File: src/hdl/sexp_tok_pkg.sv
package sexp_tok_pkg;

  typedef enum logic [2:0] {
    MODE_IDLE,
    MODE_ATOM,
    MODE_STR,
    MODE_ESC,
    MODE_CMT
  } mode_e;

  typedef enum logic [3:0] {
    EV_LPAREN,
    EV_RPAREN,
    EV_LBRACK,
    EV_RBRACK,
    EV_LBRACE,
    EV_RBRACE,
    EV_VALUE,
    EV_TEND,
    EV_EOF
  } ev_e;

  typedef enum logic [1:0] {
    CLS_NUM,
    CLS_STR,
    CLS_SYM
  } cls_e;

  typedef enum logic [4:0] {
    R_START, R_SIGN, R_ZERO, R_INT, R_DOTN, R_FRAC, R_EXPE, R_EXPS, R_EXPD,
    R_HX, R_HINT, R_HDOTN, R_HFRAC, R_HP, R_HPS, R_HPD,
    R_I, R_IN, R_INF, R_INFI, R_INFIN, R_INFINI, R_INFINIT, R_INFINITY,
    R_N, R_NA, R_NAN, R_DEAD
  } rec_e;

  localparam logic [7:0] CH_NUL    = 8'h00;
  localparam logic [7:0] CH_TAB    = 8'h09;
  localparam logic [7:0] CH_LF     = 8'h0A;
  localparam logic [7:0] CH_SPACE  = 8'h20;
  localparam logic [7:0] CH_QUOTE  = 8'h22;
  localparam logic [7:0] CH_SEMI   = 8'h3B;
  localparam logic [7:0] CH_BSLASH = 8'h5C;
  localparam logic [7:0] CH_LC_N   = 8'h6E;
  localparam logic [7:0] CH_LC_T   = 8'h74;

  // one run: every result caused by one source byte, up to three
  typedef struct packed {
    logic [1:0] cnt;
    ev_e        ev0;
    ev_e        ev1;
    ev_e        ev2;
    logic [7:0] ch;
    cls_e       cls;
  } run_t;

  localparam int QDEPTH = 4;
  localparam int QPTR_W = $clog2(QDEPTH);
  localparam int QCNT_W = $clog2(QDEPTH + 1);

  function automatic logic is_ws(logic [7:0] c);
    return (c inside {[CH_TAB:8'h0D]}) || (c == CH_SPACE);
  endfunction

  function automatic logic is_dig(logic [7:0] c);
    return c inside {["0":"9"]};
  endfunction

  function automatic logic is_hex(logic [7:0] c);
    return c inside {["0":"9"], ["a":"f"], ["A":"F"]};
  endfunction

  function automatic logic [7:0] to_lower(logic [7:0] c);
    return (c inside {["A":"Z"]}) ? c + 8'd32 : c;
  endfunction

  function automatic logic is_bracket(logic [7:0] c);
    return c inside {"(", ")", "[", "]", "{", "}"};
  endfunction

  function automatic ev_e bracket_ev(logic [7:0] c);
    ev_e e;
    case (c)
      "(":     e = EV_LPAREN;
      ")":     e = EV_RPAREN;
      "[":     e = EV_LBRACK;
      "]":     e = EV_RBRACK;
      "{":     e = EV_LBRACE;
      default: e = EV_RBRACE;
    endcase
    return e;
  endfunction

  function automatic logic rec_accepting(rec_e r);
    return r inside {R_ZERO, R_INT, R_FRAC, R_EXPD, R_HINT, R_HFRAC, R_HPD,
                     R_INF, R_INFINITY, R_NAN};
  endfunction

  // mantissa start: shared by the start and after-sign positions
  function automatic rec_e rec_lead(logic [7:0] c, logic [7:0] lc);
    rec_e r;
    if (c == "0")       r = R_ZERO;
    else if (is_dig(c)) r = R_INT;
    else if (c == ".")  r = R_DOTN;
    else if (lc == "i") r = R_I;
    else if (lc == "n") r = R_N;
    else                r = R_DEAD;
    return r;
  endfunction

  function automatic rec_e rec_int(logic [7:0] c, logic [7:0] lc);
    rec_e r;
    if (is_dig(c))      r = R_INT;
    else if (c == ".")  r = R_FRAC;
    else if (lc == "e") r = R_EXPE;
    else                r = R_DEAD;
    return r;
  endfunction

  function automatic rec_e rec_step(rec_e r, logic [7:0] c);
    logic [7:0] lc;
    logic       d;
    logic       sg;
    rec_e       nx;
    lc = to_lower(c);
    d  = is_dig(c);
    sg = (c == "+") || (c == "-");
    case (r)
      R_START:    nx = sg ? R_SIGN : rec_lead(c, lc);
      R_SIGN:     nx = rec_lead(c, lc);
      R_ZERO:     nx = (lc == "x") ? R_HX : rec_int(c, lc);
      R_INT:      nx = rec_int(c, lc);
      R_DOTN:     nx = d ? R_FRAC : R_DEAD;
      R_FRAC:     nx = d ? R_FRAC : ((lc == "e") ? R_EXPE : R_DEAD);
      R_EXPE:     nx = sg ? R_EXPS : (d ? R_EXPD : R_DEAD);
      R_EXPS,
      R_EXPD:     nx = d ? R_EXPD : R_DEAD;
      R_HX:       nx = is_hex(c) ? R_HINT : ((c == ".") ? R_HDOTN : R_DEAD);
      R_HINT: begin
        if (is_hex(c))      nx = R_HINT;
        else if (c == ".")  nx = R_HFRAC;
        else if (lc == "p") nx = R_HP;
        else                nx = R_DEAD;
      end
      R_HDOTN:    nx = is_hex(c) ? R_HFRAC : R_DEAD;
      R_HFRAC:    nx = is_hex(c) ? R_HFRAC : ((lc == "p") ? R_HP : R_DEAD);
      R_HP:       nx = sg ? R_HPS : (d ? R_HPD : R_DEAD);
      R_HPS,
      R_HPD:      nx = d ? R_HPD : R_DEAD;
      R_I:        nx = (lc == "n") ? R_IN : R_DEAD;
      R_IN:       nx = (lc == "f") ? R_INF : R_DEAD;
      R_INF:      nx = (lc == "i") ? R_INFI : R_DEAD;
      R_INFI:     nx = (lc == "n") ? R_INFIN : R_DEAD;
      R_INFIN:    nx = (lc == "i") ? R_INFINI : R_DEAD;
      R_INFINI:   nx = (lc == "t") ? R_INFINIT : R_DEAD;
      R_INFINIT:  nx = (lc == "y") ? R_INFINITY : R_DEAD;
      R_N:        nx = (lc == "a") ? R_NA : R_DEAD;
      R_NA:       nx = (lc == "n") ? R_NAN : R_DEAD;
      default:    nx = R_DEAD;
    endcase
    return nx;
  endfunction

endpackage

File: src/hdl/s_expression_tokenizer.sv
// Streaming S-expression tokenizer.
// Input channel: one source byte per transfer (in_valid_i / in_stall_o);
// byte 0 ends the source, closes any open token, reports end of file and
// returns the lexer to idle.
// Output channel: one event per transfer (out_valid_o / out_stall_i):
// brackets, decoded value characters, token end with its class, and end
// of file. A byte causes zero to three events; last_of_run_o marks the
// final one.
// Events of a byte are written into the run queue when it transfers and are offered
// from the queue head. One byte per cycle is taken while in_stall_o is low; the output
// moves one event per cycle while out_stall_i is low, so a byte holds it for each event.
// A 4-entry run queue sits between the lexer and the output sequencer;
// in_stall_o rises only when that queue is full.
// Reset: lexer idle, number recognizer at start of atom, queue empty.
// While out_stall_i is high the offered event holds unchanged.
module s_expression_tokenizer import sexp_tok_pkg::*; (
  input  logic       clk_i,
  input  logic       rst_ni,
  input  logic       in_valid_i,
  output logic       in_stall_o,
  input  logic [7:0] source_byte_i,
  output logic       out_valid_o,
  input  logic       out_stall_i,
  output logic [3:0] event_res_o,
  output logic [7:0] value_char_o,
  output logic [1:0] token_class_o,
  output logic       last_of_run_o
);

  logic q_push, q_pop, q_full, q_empty;
  run_t q_wdata, q_rdata;

  sexp_tok_front u_front (
    .clk_i        (clk_i),
    .rst_ni       (rst_ni),
    .in_valid_i   (in_valid_i),
    .in_stall_o   (in_stall_o),
    .source_byte_i(source_byte_i),
    .q_full_i     (q_full),
    .q_push_o     (q_push),
    .q_data_o     (q_wdata)
  );

  sexp_tok_queue u_queue (
    .clk_i  (clk_i),
    .rst_ni (rst_ni),
    .push_i (q_push),
    .wdata_i(q_wdata),
    .pop_i  (q_pop),
    .rdata_o(q_rdata),
    .full_o (q_full),
    .empty_o(q_empty)
  );

  sexp_tok_back u_back (
    .clk_i        (clk_i),
    .rst_ni       (rst_ni),
    .head_i       (q_rdata),
    .empty_i      (q_empty),
    .pop_o        (q_pop),
    .out_valid_o  (out_valid_o),
    .out_stall_i  (out_stall_i),
    .event_res_o  (event_res_o),
    .value_char_o (value_char_o),
    .token_class_o(token_class_o),
    .last_of_run_o(last_of_run_o)
  );

endmodule

File: src/hdl/sexp_tok_front.sv
module sexp_tok_front import sexp_tok_pkg::*; (
  input  logic       clk_i,
  input  logic       rst_ni,
  input  logic       in_valid_i,
  output logic       in_stall_o,
  input  logic [7:0] source_byte_i,
  input  logic       q_full_i,
  output logic       q_push_o,
  output run_t       q_data_o
);

  mode_e mode_q, mode_d;
  rec_e  rec_q, rec_d;
  run_t  run;
  logic  accept;
  logic  term;
  logic  br;
  logic [7:0] c;

  assign c          = source_byte_i;
  assign in_stall_o = q_full_i;
  assign accept     = in_valid_i && !q_full_i;
  assign br         = is_bracket(c);
  assign term       = (c == CH_NUL) || is_ws(c) || br || (c == CH_SEMI);

  always_comb begin
    mode_d = mode_q;
    rec_d  = rec_q;
    case (mode_q)
      MODE_ATOM: begin
        if (term) begin
          rec_d  = R_START;
          mode_d = (c == CH_SEMI) ? MODE_CMT : MODE_IDLE;
        end else begin
          rec_d = rec_step(rec_q, c);
        end
      end
      MODE_STR: begin
        if (c == CH_NUL || c == CH_QUOTE) mode_d = MODE_IDLE;
        else if (c == CH_BSLASH)          mode_d = MODE_ESC;
      end
      MODE_ESC: mode_d = (c == CH_NUL) ? MODE_IDLE : MODE_STR;
      MODE_CMT: begin
        if (c == CH_NUL || c == CH_LF) mode_d = MODE_IDLE;
      end
      default: begin
        // idle
        mode_d = MODE_IDLE;
        rec_d  = R_START;
        if (c == CH_NUL || is_ws(c) || br) begin
          mode_d = MODE_IDLE;
        end else if (c == CH_SEMI) begin
          mode_d = MODE_CMT;
        end else if (c == CH_QUOTE) begin
          mode_d = MODE_STR;
        end else begin
          rec_d  = rec_step(R_START, c);
          mode_d = MODE_ATOM;
        end
      end
    endcase
  end

  always_comb begin
    run     = '0;
    run.ev0 = EV_VALUE;
    run.ev1 = EV_EOF;
    run.ev2 = EV_EOF;
    run.ch  = c;
    run.cls = CLS_STR;
    case (mode_q)
      MODE_ATOM: begin
        if (term) begin
          run.ev0 = EV_TEND;
          run.cls = rec_accepting(rec_q) ? CLS_NUM : CLS_SYM;
          run.cnt = 2'd1;
          if (br) begin
            run.ev1 = bracket_ev(c);
            run.cnt = 2'd2;
          end else if (c == CH_NUL) begin
            run.cnt = 2'd2;
          end
        end else begin
          run.cnt = 2'd1;
        end
      end
      MODE_STR: begin
        if (c == CH_NUL) begin
          run.ev0 = EV_TEND;
          run.cnt = 2'd2;
        end else if (c == CH_QUOTE) begin
          run.ev0 = EV_TEND;
          run.cnt = 2'd1;
        end else if (c != CH_BSLASH) begin
          run.cnt = 2'd1;
        end
      end
      MODE_ESC: begin
        run.cnt = 2'd1;
        if (c == CH_NUL) begin
          // lone backslash at end of source
          run.ch  = CH_BSLASH;
          run.ev1 = EV_TEND;
          run.cnt = 2'd3;
        end else if (c == CH_LC_N) begin
          run.ch = CH_LF;
        end else if (c == CH_LC_T) begin
          run.ch = CH_TAB;
        end
      end
      MODE_CMT: begin
        if (c == CH_NUL) begin
          run.ev0 = EV_EOF;
          run.cnt = 2'd1;
        end
      end
      default: begin
        if (c == CH_NUL) begin
          run.ev0 = EV_EOF;
          run.cnt = 2'd1;
        end else if (br) begin
          run.ev0 = bracket_ev(c);
          run.cnt = 2'd1;
        end else if (!is_ws(c) && c != CH_SEMI && c != CH_QUOTE) begin
          run.cnt = 2'd1;
        end
      end
    endcase
  end

  assign q_push_o = accept && (run.cnt != 2'd0);
  assign q_data_o = run;

  always_ff @(posedge clk_i or negedge rst_ni) begin
    if (!rst_ni) begin
      mode_q <= MODE_IDLE;
      rec_q  <= R_START;
    end else if (accept) begin
      mode_q <= mode_d;
      rec_q  <= rec_d;
    end
  end

endmodule

File: src/hdl/sexp_tok_queue.sv
module sexp_tok_queue import sexp_tok_pkg::*; (
  input  logic clk_i,
  input  logic rst_ni,
  input  logic push_i,
  input  run_t wdata_i,
  input  logic pop_i,
  output run_t rdata_o,
  output logic full_o,
  output logic empty_o
);

  run_t              mem_q [QDEPTH];
  logic [QPTR_W-1:0] wptr_q, wptr_d;
  logic [QPTR_W-1:0] rptr_q, rptr_d;
  logic [QCNT_W-1:0] cnt_q, cnt_d;
  logic              do_push, do_pop;

  assign full_o  = (cnt_q == QCNT_W'(QDEPTH));
  assign empty_o = (cnt_q == '0);
  assign rdata_o = mem_q[rptr_q];
  assign do_push = push_i && !full_o;
  assign do_pop  = pop_i && !empty_o;

  always_comb begin
    wptr_d = wptr_q;
    rptr_d = rptr_q;
    cnt_d  = cnt_q;
    if (do_push) begin
      wptr_d = (wptr_q == QPTR_W'(QDEPTH - 1)) ? '0 : wptr_q + 1'b1;
    end
    if (do_pop) begin
      rptr_d = (rptr_q == QPTR_W'(QDEPTH - 1)) ? '0 : rptr_q + 1'b1;
    end
    if (do_push && !do_pop)      cnt_d = cnt_q + 1'b1;
    else if (do_pop && !do_push) cnt_d = cnt_q - 1'b1;
  end

  always_ff @(posedge clk_i or negedge rst_ni) begin
    if (!rst_ni) begin
      wptr_q <= '0;
      rptr_q <= '0;
      cnt_q  <= '0;
    end else begin
      wptr_q <= wptr_d;
      rptr_q <= rptr_d;
      cnt_q  <= cnt_d;
    end
  end

  always_ff @(posedge clk_i) begin
    if (do_push) mem_q[wptr_q] <= wdata_i;
  end

endmodule

File: src/hdl/sexp_tok_back.sv
module sexp_tok_back import sexp_tok_pkg::*; (
  input  logic       clk_i,
  input  logic       rst_ni,
  input  run_t       head_i,
  input  logic       empty_i,
  output logic       pop_o,
  output logic       out_valid_o,
  input  logic       out_stall_i,
  output logic [3:0] event_res_o,
  output logic [7:0] value_char_o,
  output logic [1:0] token_class_o,
  output logic       last_of_run_o
);

  logic [1:0] idx_q, idx_d;
  ev_e        ev;
  logic       last;
  logic       xfer;

  always_comb begin
    case (idx_q)
      2'd0:    ev = head_i.ev0;
      2'd1:    ev = head_i.ev1;
      default: ev = head_i.ev2;
    endcase
  end

  assign last          = (idx_q == head_i.cnt - 2'd1);
  assign out_valid_o   = !empty_i;
  assign xfer          = out_valid_o && !out_stall_i;
  assign pop_o         = xfer && last;
  assign event_res_o   = ev;
  assign value_char_o  = (ev == EV_VALUE) ? head_i.ch : 8'd0;
  assign token_class_o = (ev == EV_TEND) ? head_i.cls : CLS_NUM;
  assign last_of_run_o = last;

  // advance through the run, restart on the next entry
  always_comb begin
    idx_d = idx_q;
    if (xfer) idx_d = last ? 2'd0 : idx_q + 2'd1;
  end

  always_ff @(posedge clk_i or negedge rst_ni) begin
    if (!rst_ni) begin
      idx_q <= 2'd0;
    end else begin
      idx_q <= idx_d;
    end
  end

endmodule

File: config.mk
export PLATFORM = sky130hd
export DESIGN_NAME = s_expression_tokenizer
export DESIGN_NICKNAME = d
export VERILOG_FILES = /design/src/hdl/sexp_tok_pkg.sv /design/src/hdl/s_expression_tokenizer.sv /design/src/hdl/sexp_tok_front.sv /design/src/hdl/sexp_tok_queue.sv /design/src/hdl/sexp_tok_back.sv
export SDC_FILE = /design/constraint.sdc
export NUM_CORES = 1
export LEC_CHECK = 0
export BUFFER_PORTS_ARGS = -buffer_cell sky130_fd_sc_hd__buf_4
export CAP_MARGIN = 0
export CELL_PAD_IN_SITES_DETAIL_PLACEMENT = 1
export CELL_PAD_IN_SITES_GLOBAL_PLACEMENT = 1
export CORE_MARGIN = 1
export CORE_UTILIZATION = 51
export DETAILED_ROUTE_END_ITERATION = 10
export GPL_TIMING_DRIVEN = 0
export PLACE_DENSITY_LB_ADDON = 0.2
export SLEW_MARGIN = 20
export SYNTH_ARGS = -nofsm -noshare
export SYNTH_HDL_FRONTEND = slang
export SYNTH_HIERARCHICAL = 1
export SYNTH_SLANG_ARGS = --single-unit
File: constraint.sdc
create_clock -name clk_i -period 4.1 [get_ports clk_i]
set_input_delay 0.615 -clock clk_i [delete_from_list [all_inputs] [get_ports clk_i]]
set_output_delay 0.615 -clock clk_i [all_outputs]
set_load 0.1 [all_outputs]
==> results of run 1 <==
-- per-layer routing --
layer	up-vias	GRT usage, %	wire (um)
met1	2836	44.9	9170
met5	-	0	0
met3	58	7.26	1450
met4	0	15.9	730
met2	289	55.3	10700
li1	2382	-	-
-- report_power, final --
| group | internal [uW] | total [uW] | switching, uW |
|---|---|---|---|
| Sequential | 1510 | 1660 | 153 |
| Clock | 850 | 1440 | 589 |
| Combinational | 878 | 2900 | 2020 |
| Total | 3240 | 6000 | 2760 |
-- repair_timing --
| action | CTS | global route |
|---|---|---|
| endpoints found under the setup margin | 98 | 11 |
| endpoints found under the hold margin | 0 | 0 |
| gates resized for setup | 2 | 3 |
| pin swaps | 0 | 1 |
-- sequential cells by signal (all words and copies together), names as in the netlist --
name and cells:
u_back/idx_q 2, u_front/mode_q 3, u_front/rec_q 5, u_queue/cnt_q 3, u_queue/mem_q 96, u_queue/rptr_q 2
u_queue/wptr_q 2
-- synth_stat cells (all sizes together) (4+ instances only) --
library cell,count,area share [%]
nor4,7,0.97
a32oi,5,0.65
nand2,37,2.1
nand4b,4,0.52
nor3b,6,0.74
nand4,13,1.2
nor4b,4,0.61
a21oi,22,1.6
nand3,12,0.89
a21o,7,0.78
and4b,4,0.59
ha,11,2.0
or4,8,1.2
a211oi,5,0.56
and2,12,1.1
edfxtp,96,43
o21ai,30,2.2
nor2b,11,1.0
mux2,5,0.95
o22ai,7,0.65
nor2,40,2.3
nand2b,13,1.2
buf,21,2.0
o31ai,7,0.85
nand3b,4,0.45
dfrtp,17,6.3
o221ai,4,0.52
a31oi,9,0.84
clkbuf,29,1.6
inv,24,1.3
a311oi,4,0.52
nor3,23,1.7
mux4,24,8.0
xor2,5,0.65
-- logic make-up (layout without fill, tap and decap cells) --
family / Yosys count / in the layout / synth area share [%]
other cells: 2 / 4 / 0.112
simple gates: 211 / 211 / 18.2
flops: 113 / 113 / 49.1
buf+inv: 74 / 132 / 4.94
fa+ha+maj: 12 / 12 / 2.34
compound gates: 139 / 139 / 15.1
xor+xnor: 8 / 8 / 1.04
mux: 30 / 30 / 9.12
-- cell usage in the layout (no fill, tap or decap), drive strengths merged, types with 11 or more instances in the layout --
cell     n
edfxtp  96
a21oi   22
inv     33
nor2b   11
ha      11
nand3   12
nand2   37
dfrtp   17
nor2    40
mux4    24
nand2b  13
nor3    23
o21ai   30
nand4   13
clkbuf  46
and2    12
buf     47
-- final timing paths --
kind | from | endpoint | slack [ns]
worst max-delay path | source_byte_i[5] | u_queue/cnt_q[2] | 0.05
worst min-delay path | rst_ni | u_queue/cnt_q[0] | 0.06
worst max register to register | u_front/mode_q[1] | u_queue/cnt_q[2] | 0.26
worst min register to register | u_queue/cnt_q[2] | u_queue/cnt_q[2] | 0.54
max in group asynchronous | rst_ni | u_front/mode_q[2] | 3.84
min in group clk_i | u_queue/cnt_q[2] | u_queue/cnt_q[2] | 0.54
-- layout make-up --
type,count,area [um2],share of cell area [%]
repair buffers,26,195,2.52
plain buffers,50,244,3.15
clock buffers,17,425,5.49
flip-flops and latches,113,3310,42.7
inverters,24,90.1,1.16
well taps,172,215,2.78
clock inverters,15,145,1.87
multi-input cells,404,3130,40.4
-- critical path, cell delays in order --
cell and delay (ns):
buf_4 0.15, or4_4 0.59, or2_2 0.29, clkbuf_1 0.24, nand2_1 0.14, o22a_1 0.13
a21oi_1 0.10, a211oi_4 0.38, o21ba_2 0.19, nor2b_1 0.14, buf_2 0.21, ha_1 0.22
inv_1 0.08, fa_1 0.44, xor2_1 0.22, nor2_1 0.08, xor2_1 0.14
-- through the flow --
stage	instance area [um2]	util [%]
2_1_floorplan	6740	-
3_3_place_gp	7150	56.2
3_5_place_dp	7160	56.3
4_1_cts	7740	60.8
5_1_grt	7750	60.9
6_report	7750	60.9
==> results.ini, run 1 <==
[timing]
slew_violations=0
period_share_pct=98.8
fmax_mhz=247
tightest_slew_ns=0.906
setup_violations=0
timing.final.ws_setup_ns=0.0498
fin_tns_setup_ns=0
holdWs_ns=0.0577
slew_headroom_pct=38.8
rsz0062_at_grt=yes
clock_skew_ns=0.0119
hold_viol=0
min_period_ns=4.05

[die]
core_um2=12700
start_util_pct=52.9
dieWidth_um=117
die_y_um=117
die_area_um2=13700
ios=29
rows=41

[place]
routabilityCongestion=0.969
dpl_worst_slack_ns=-0.655
hpwlAfterDp_mm=14.7
portBuffers=26
dp_cells=789

[min_path]
min_path_type=in -> async

[detailed_routing]
ant_nets=0
wire_per_inst_um=26.9
wl_mm=22.1
drtIter0Drc=468
vias=5565
drc=0
drt_first_pass_iters=6
via_per_inst=6.78

[final_layout]
n_antenna_cell=0
area_growth_syn_to_layout_pct=15.1
n_fill_cell=1351
instances_no_fill=821
drive_gt1_share_pct=21.9
finalNetCount=660

[synth]
postSynthCellCount=589
synth_seq_cells=113
yosysSeqAreaShare_pct=49.1
synth_enable_flop_cells=96
synth_area_um2=6730
ys_types=84
synthFlopType=edfxtp_1
yosys_warnings=6
async_reset_ff_share_pct=15.0
postSynthAreaPerCell_um2=11.4

[critical_path]
end_kind=register
worstPathMaxFanout=9
arrival_ns=4.35
worst_ep_required_time_ns=4.40
ff2ff_path_depth=14
startpoint_type=input port
path_class=in -> reg

[clock_tree]
ctsLongestPathBuffers=2
clkSlewWorstSetupHoldPaths_ns=0.06
cts_sinks=113
cts_hold_buf=0
cts_tree=done
clock-root-buffer=clkbuf_16
post-cts-setup-buffer-count=0
numCtsBuffers=17
cts-htree-levels=4
clock_latency_ns=0.42

[grt]
grt_pass1_wl_mm=33.7
overflow=0
grt_max_degree=25
grt_usage_pct=34.4
first_global_vias=5776
grt_antenna_before_repair=0

[power]
p_total_uw=6000
ir_drop_mv=0.384
pwr_density_cell_nw_per_um2=774
power_leakage_uw=0.00268

[run_status]
status=complete, no violations

[job]
max_cap_violations=0

Power figures use the tool's default switching activity.
==> run 2: changes to the inputs <==
CORE_ASPECT_RATIO = 1.25   (was not set)
==> run 2 against run 1 <==
Compared with the run above:
- critical path type is now reg -> out
- global-route usage rose by 1.7 points
- critical path depth fell by 10
- die area barely moved
- fmax rose by 2.2%
- clock-buffer cell count rose by 2
- largest power group unchanged
- sequential cell count did not move
==> results.ini, run 2 (synthesized netlist as in run 1, its figures left out) <==
[grt]
first_global_vias=5837  ; was 5776
met3_usage_pct=6.50  ; was 7.26%
grt_usage_pct=36.1  ; was 34.4%
busiest_layer=met2  ; unchanged
grt.met2_usage_pct=67.5  ; was 55.3%
grt_antenna_before_repair=0  ; unchanged
grt_pass1_wl_mm=35.9  ; was 33.7 mm
overflow=0  ; unchanged
grt_max_degree=25  ; unchanged
grtUsageMet1_pct=40.1  ; was 44.9%

[final_layout]
final_common_cell=edfxtp_1  ; unchanged
reg_top3=u_queue/mem_q x96, u_front/rec_q x5  ; unchanged
largest-register=u_queue/mem_q  ; unchanged
area_growth_syn_to_layout_pct=16.1  ; was 15.1%
finalNetCount=661  ; was 660
n_antenna_cell=0  ; unchanged
drive_gt1_share_pct=21.5  ; was 21.9%
largest_reg_flops=96  ; unchanged
design_area_um2=7820  ; was 7750 um2
mostFrequentLayoutCells=edfxtp_1, buf_4, nor2_1  ; was edfxtp_1, nor2_1, nand2_1

[detailed_routing]
drtIter0Drc=505  ; was 468
vias=5590  ; was 5565
drc=0  ; unchanged
drt_first_pass_iters=5  ; was 6
wire_per_inst_um=29.1  ; was 26.9 um
wl_mm=23.8  ; was 22.1 mm
via_per_inst=6.83  ; was 6.78
ant_nets=0  ; unchanged

[timing]
period_share_pct=96.7  ; was 98.8%
hold_viol=0  ; unchanged
min_period_ns=3.96  ; was 4.05 ns
clock_skew_ns=0.00625  ; was 0.0119 ns
slew_violations=0  ; unchanged
setup_violations=0  ; unchanged
tightest_slew_ns=0.996  ; was 0.906 ns
fmax_mhz=252  ; was 247 MHz
fin_tns_setup_ns=0  ; unchanged
slew_headroom_pct=32.7  ; was 38.8%

[power]
power_leakage_uw=0.00271  ; was 0.00268 uW
ir_drop_mv=0.599  ; was 0.384 mV
pwr_density_cell_nw_per_um2=792  ; was 774 nW/um2

[die]
die_area_um2=13700  ; about the same
core_um2=12800  ; was 12700 um2
start_util_pct=52.7  ; was 52.9%
ios=29  ; unchanged
rows=46  ; was 41
die_y_um=130  ; was 117 um
dieWidth_um=105  ; was 117 um

[place]
place_area_um2=7150  ; was 7160 um2
portBuffers=26  ; unchanged
hpwlAfterDp_mm=15.4  ; was 14.7 mm
routabilityCongestion=0.932  ; was 0.969

[run_status]
status=complete, no violations  ; unchanged

[critical_path]
path_class=reg -> out  ; was in -> reg
worst_ep_required_time_ns=3.48  ; was 4.40 ns
worstPathMaxFanout=10  ; was 9
startpoint_type=register  ; was input port
arrival_ns=3.35  ; was 4.35 ns
end_kind=primary output  ; was register

[clock_tree]
ctsLongestPathBuffers=2  ; unchanged
cts_tree=done  ; unchanged
cts_hold_buf=0  ; unchanged
clkSlewWorstSetupHoldPaths_ns=0.05  ; was 0.06 ns
cts_sinks=113  ; unchanged
numCtsBuffers=17  ; unchanged
clock_latency_ns=0.42  ; about the same
cts-htree-levels=4  ; unchanged
clock-root-buffer=clkbuf_16  ; unchanged

[job]
max_cap_violations=0  ; unchanged

[min_path]
min_path_type=in -> async  ; unchanged

## run 2: cell count changes in the layout (fill, tap and decap cells not counted), sizes merged
| cell | change |
|---|---|
| inv | -9 |
| buf | +1 |
| clkbuf | +2 |
| clkinv | +3 |
| bufinv | +4 |
## run 2: power breakdown
group / internal, uW / switching (uW) / total [uW]
sequential: 1510 / 165 / 1680
combinational: 882 / 2050 / 2930
clock: 1070 / 523 / 1590
total: 3460 / 2730 / 6190
## run 2: final cells by class
| class | instances | area, um2 |
|---|---|---|
| fillers | 1320 | 4960 |
| clock buffers | 19 | 433 |
| well taps | 168 | 210 |
| repair buffers | 28 | 210 |
| plain buffers | 49 | 243 |
| multi-input cells | 404 | 3130 |
| flip-flops and latches | 113 | 3310 |
| clock inverters | 13 | 191 |
| inverters | 24 | 90.1 |
## run 2: what timing repair did
item | CTS | global route
gates resized for setup | 2 | 6
setup endpoints to repair | 37 | 1
setup buffers | 1 | 1
hold endpoints to repair | 0 | 0
pin swaps | 1 | 0
## run 2: per-layer routing
layer	wire length, um	share of wire (%)
met1	8700	37
met2	12800	54
met3	1300	5.5
met4	954	4.0
met5	0	0
## run 2: per-stage QoR
step	utilization [%]	power [uW]	hold slack (ns)	setup slack [ns]	std cells
finish	61.2	6190	0.0698	0.137	818
floorplan	-	3740	0.319	-1.34	591
CTS	61.0	6180	0.0629	0.0895	818
global placement	56.0	4340	0.502	-0.577	785
detailed placement	56.0	4480	0.505	-0.445	785
global route	61.2	6390	0.0674	-0.0524	818
## run 2: final timing paths
kind | from | end | slack, ns | cells past startpoint
max in group asynchronous | rst_ni | u_front/rec_q[3] | 3.81 | 1
min in group clk_i | out_stall_i | u_back/idx_q[0] | 0.49 | 3
worst min register to register | u_queue/cnt_q[2] | u_queue/cnt_q[2] | 0.59 | 1
worst max register to register | u_front/mode_q[1] | u_queue/cnt_q[2] | 0.28 | 13
worst min-delay path | rst_ni | u_queue/rptr_q[0] | 0.07 | 1
worst max-delay path | u_queue/rptr_q[1] | token_class_o[0] | 0.14 | 7
## run 2: critical path, cell delays in order, from the launching register on
cell      delay, ns
dfrtp_1        0.37
clkbuf_1       0.43
buf_2          0.36
mux4_2         0.36
a22oi_1        0.34
o211ai_2       0.34
nor4b_1        0.38
buf_4          0.36
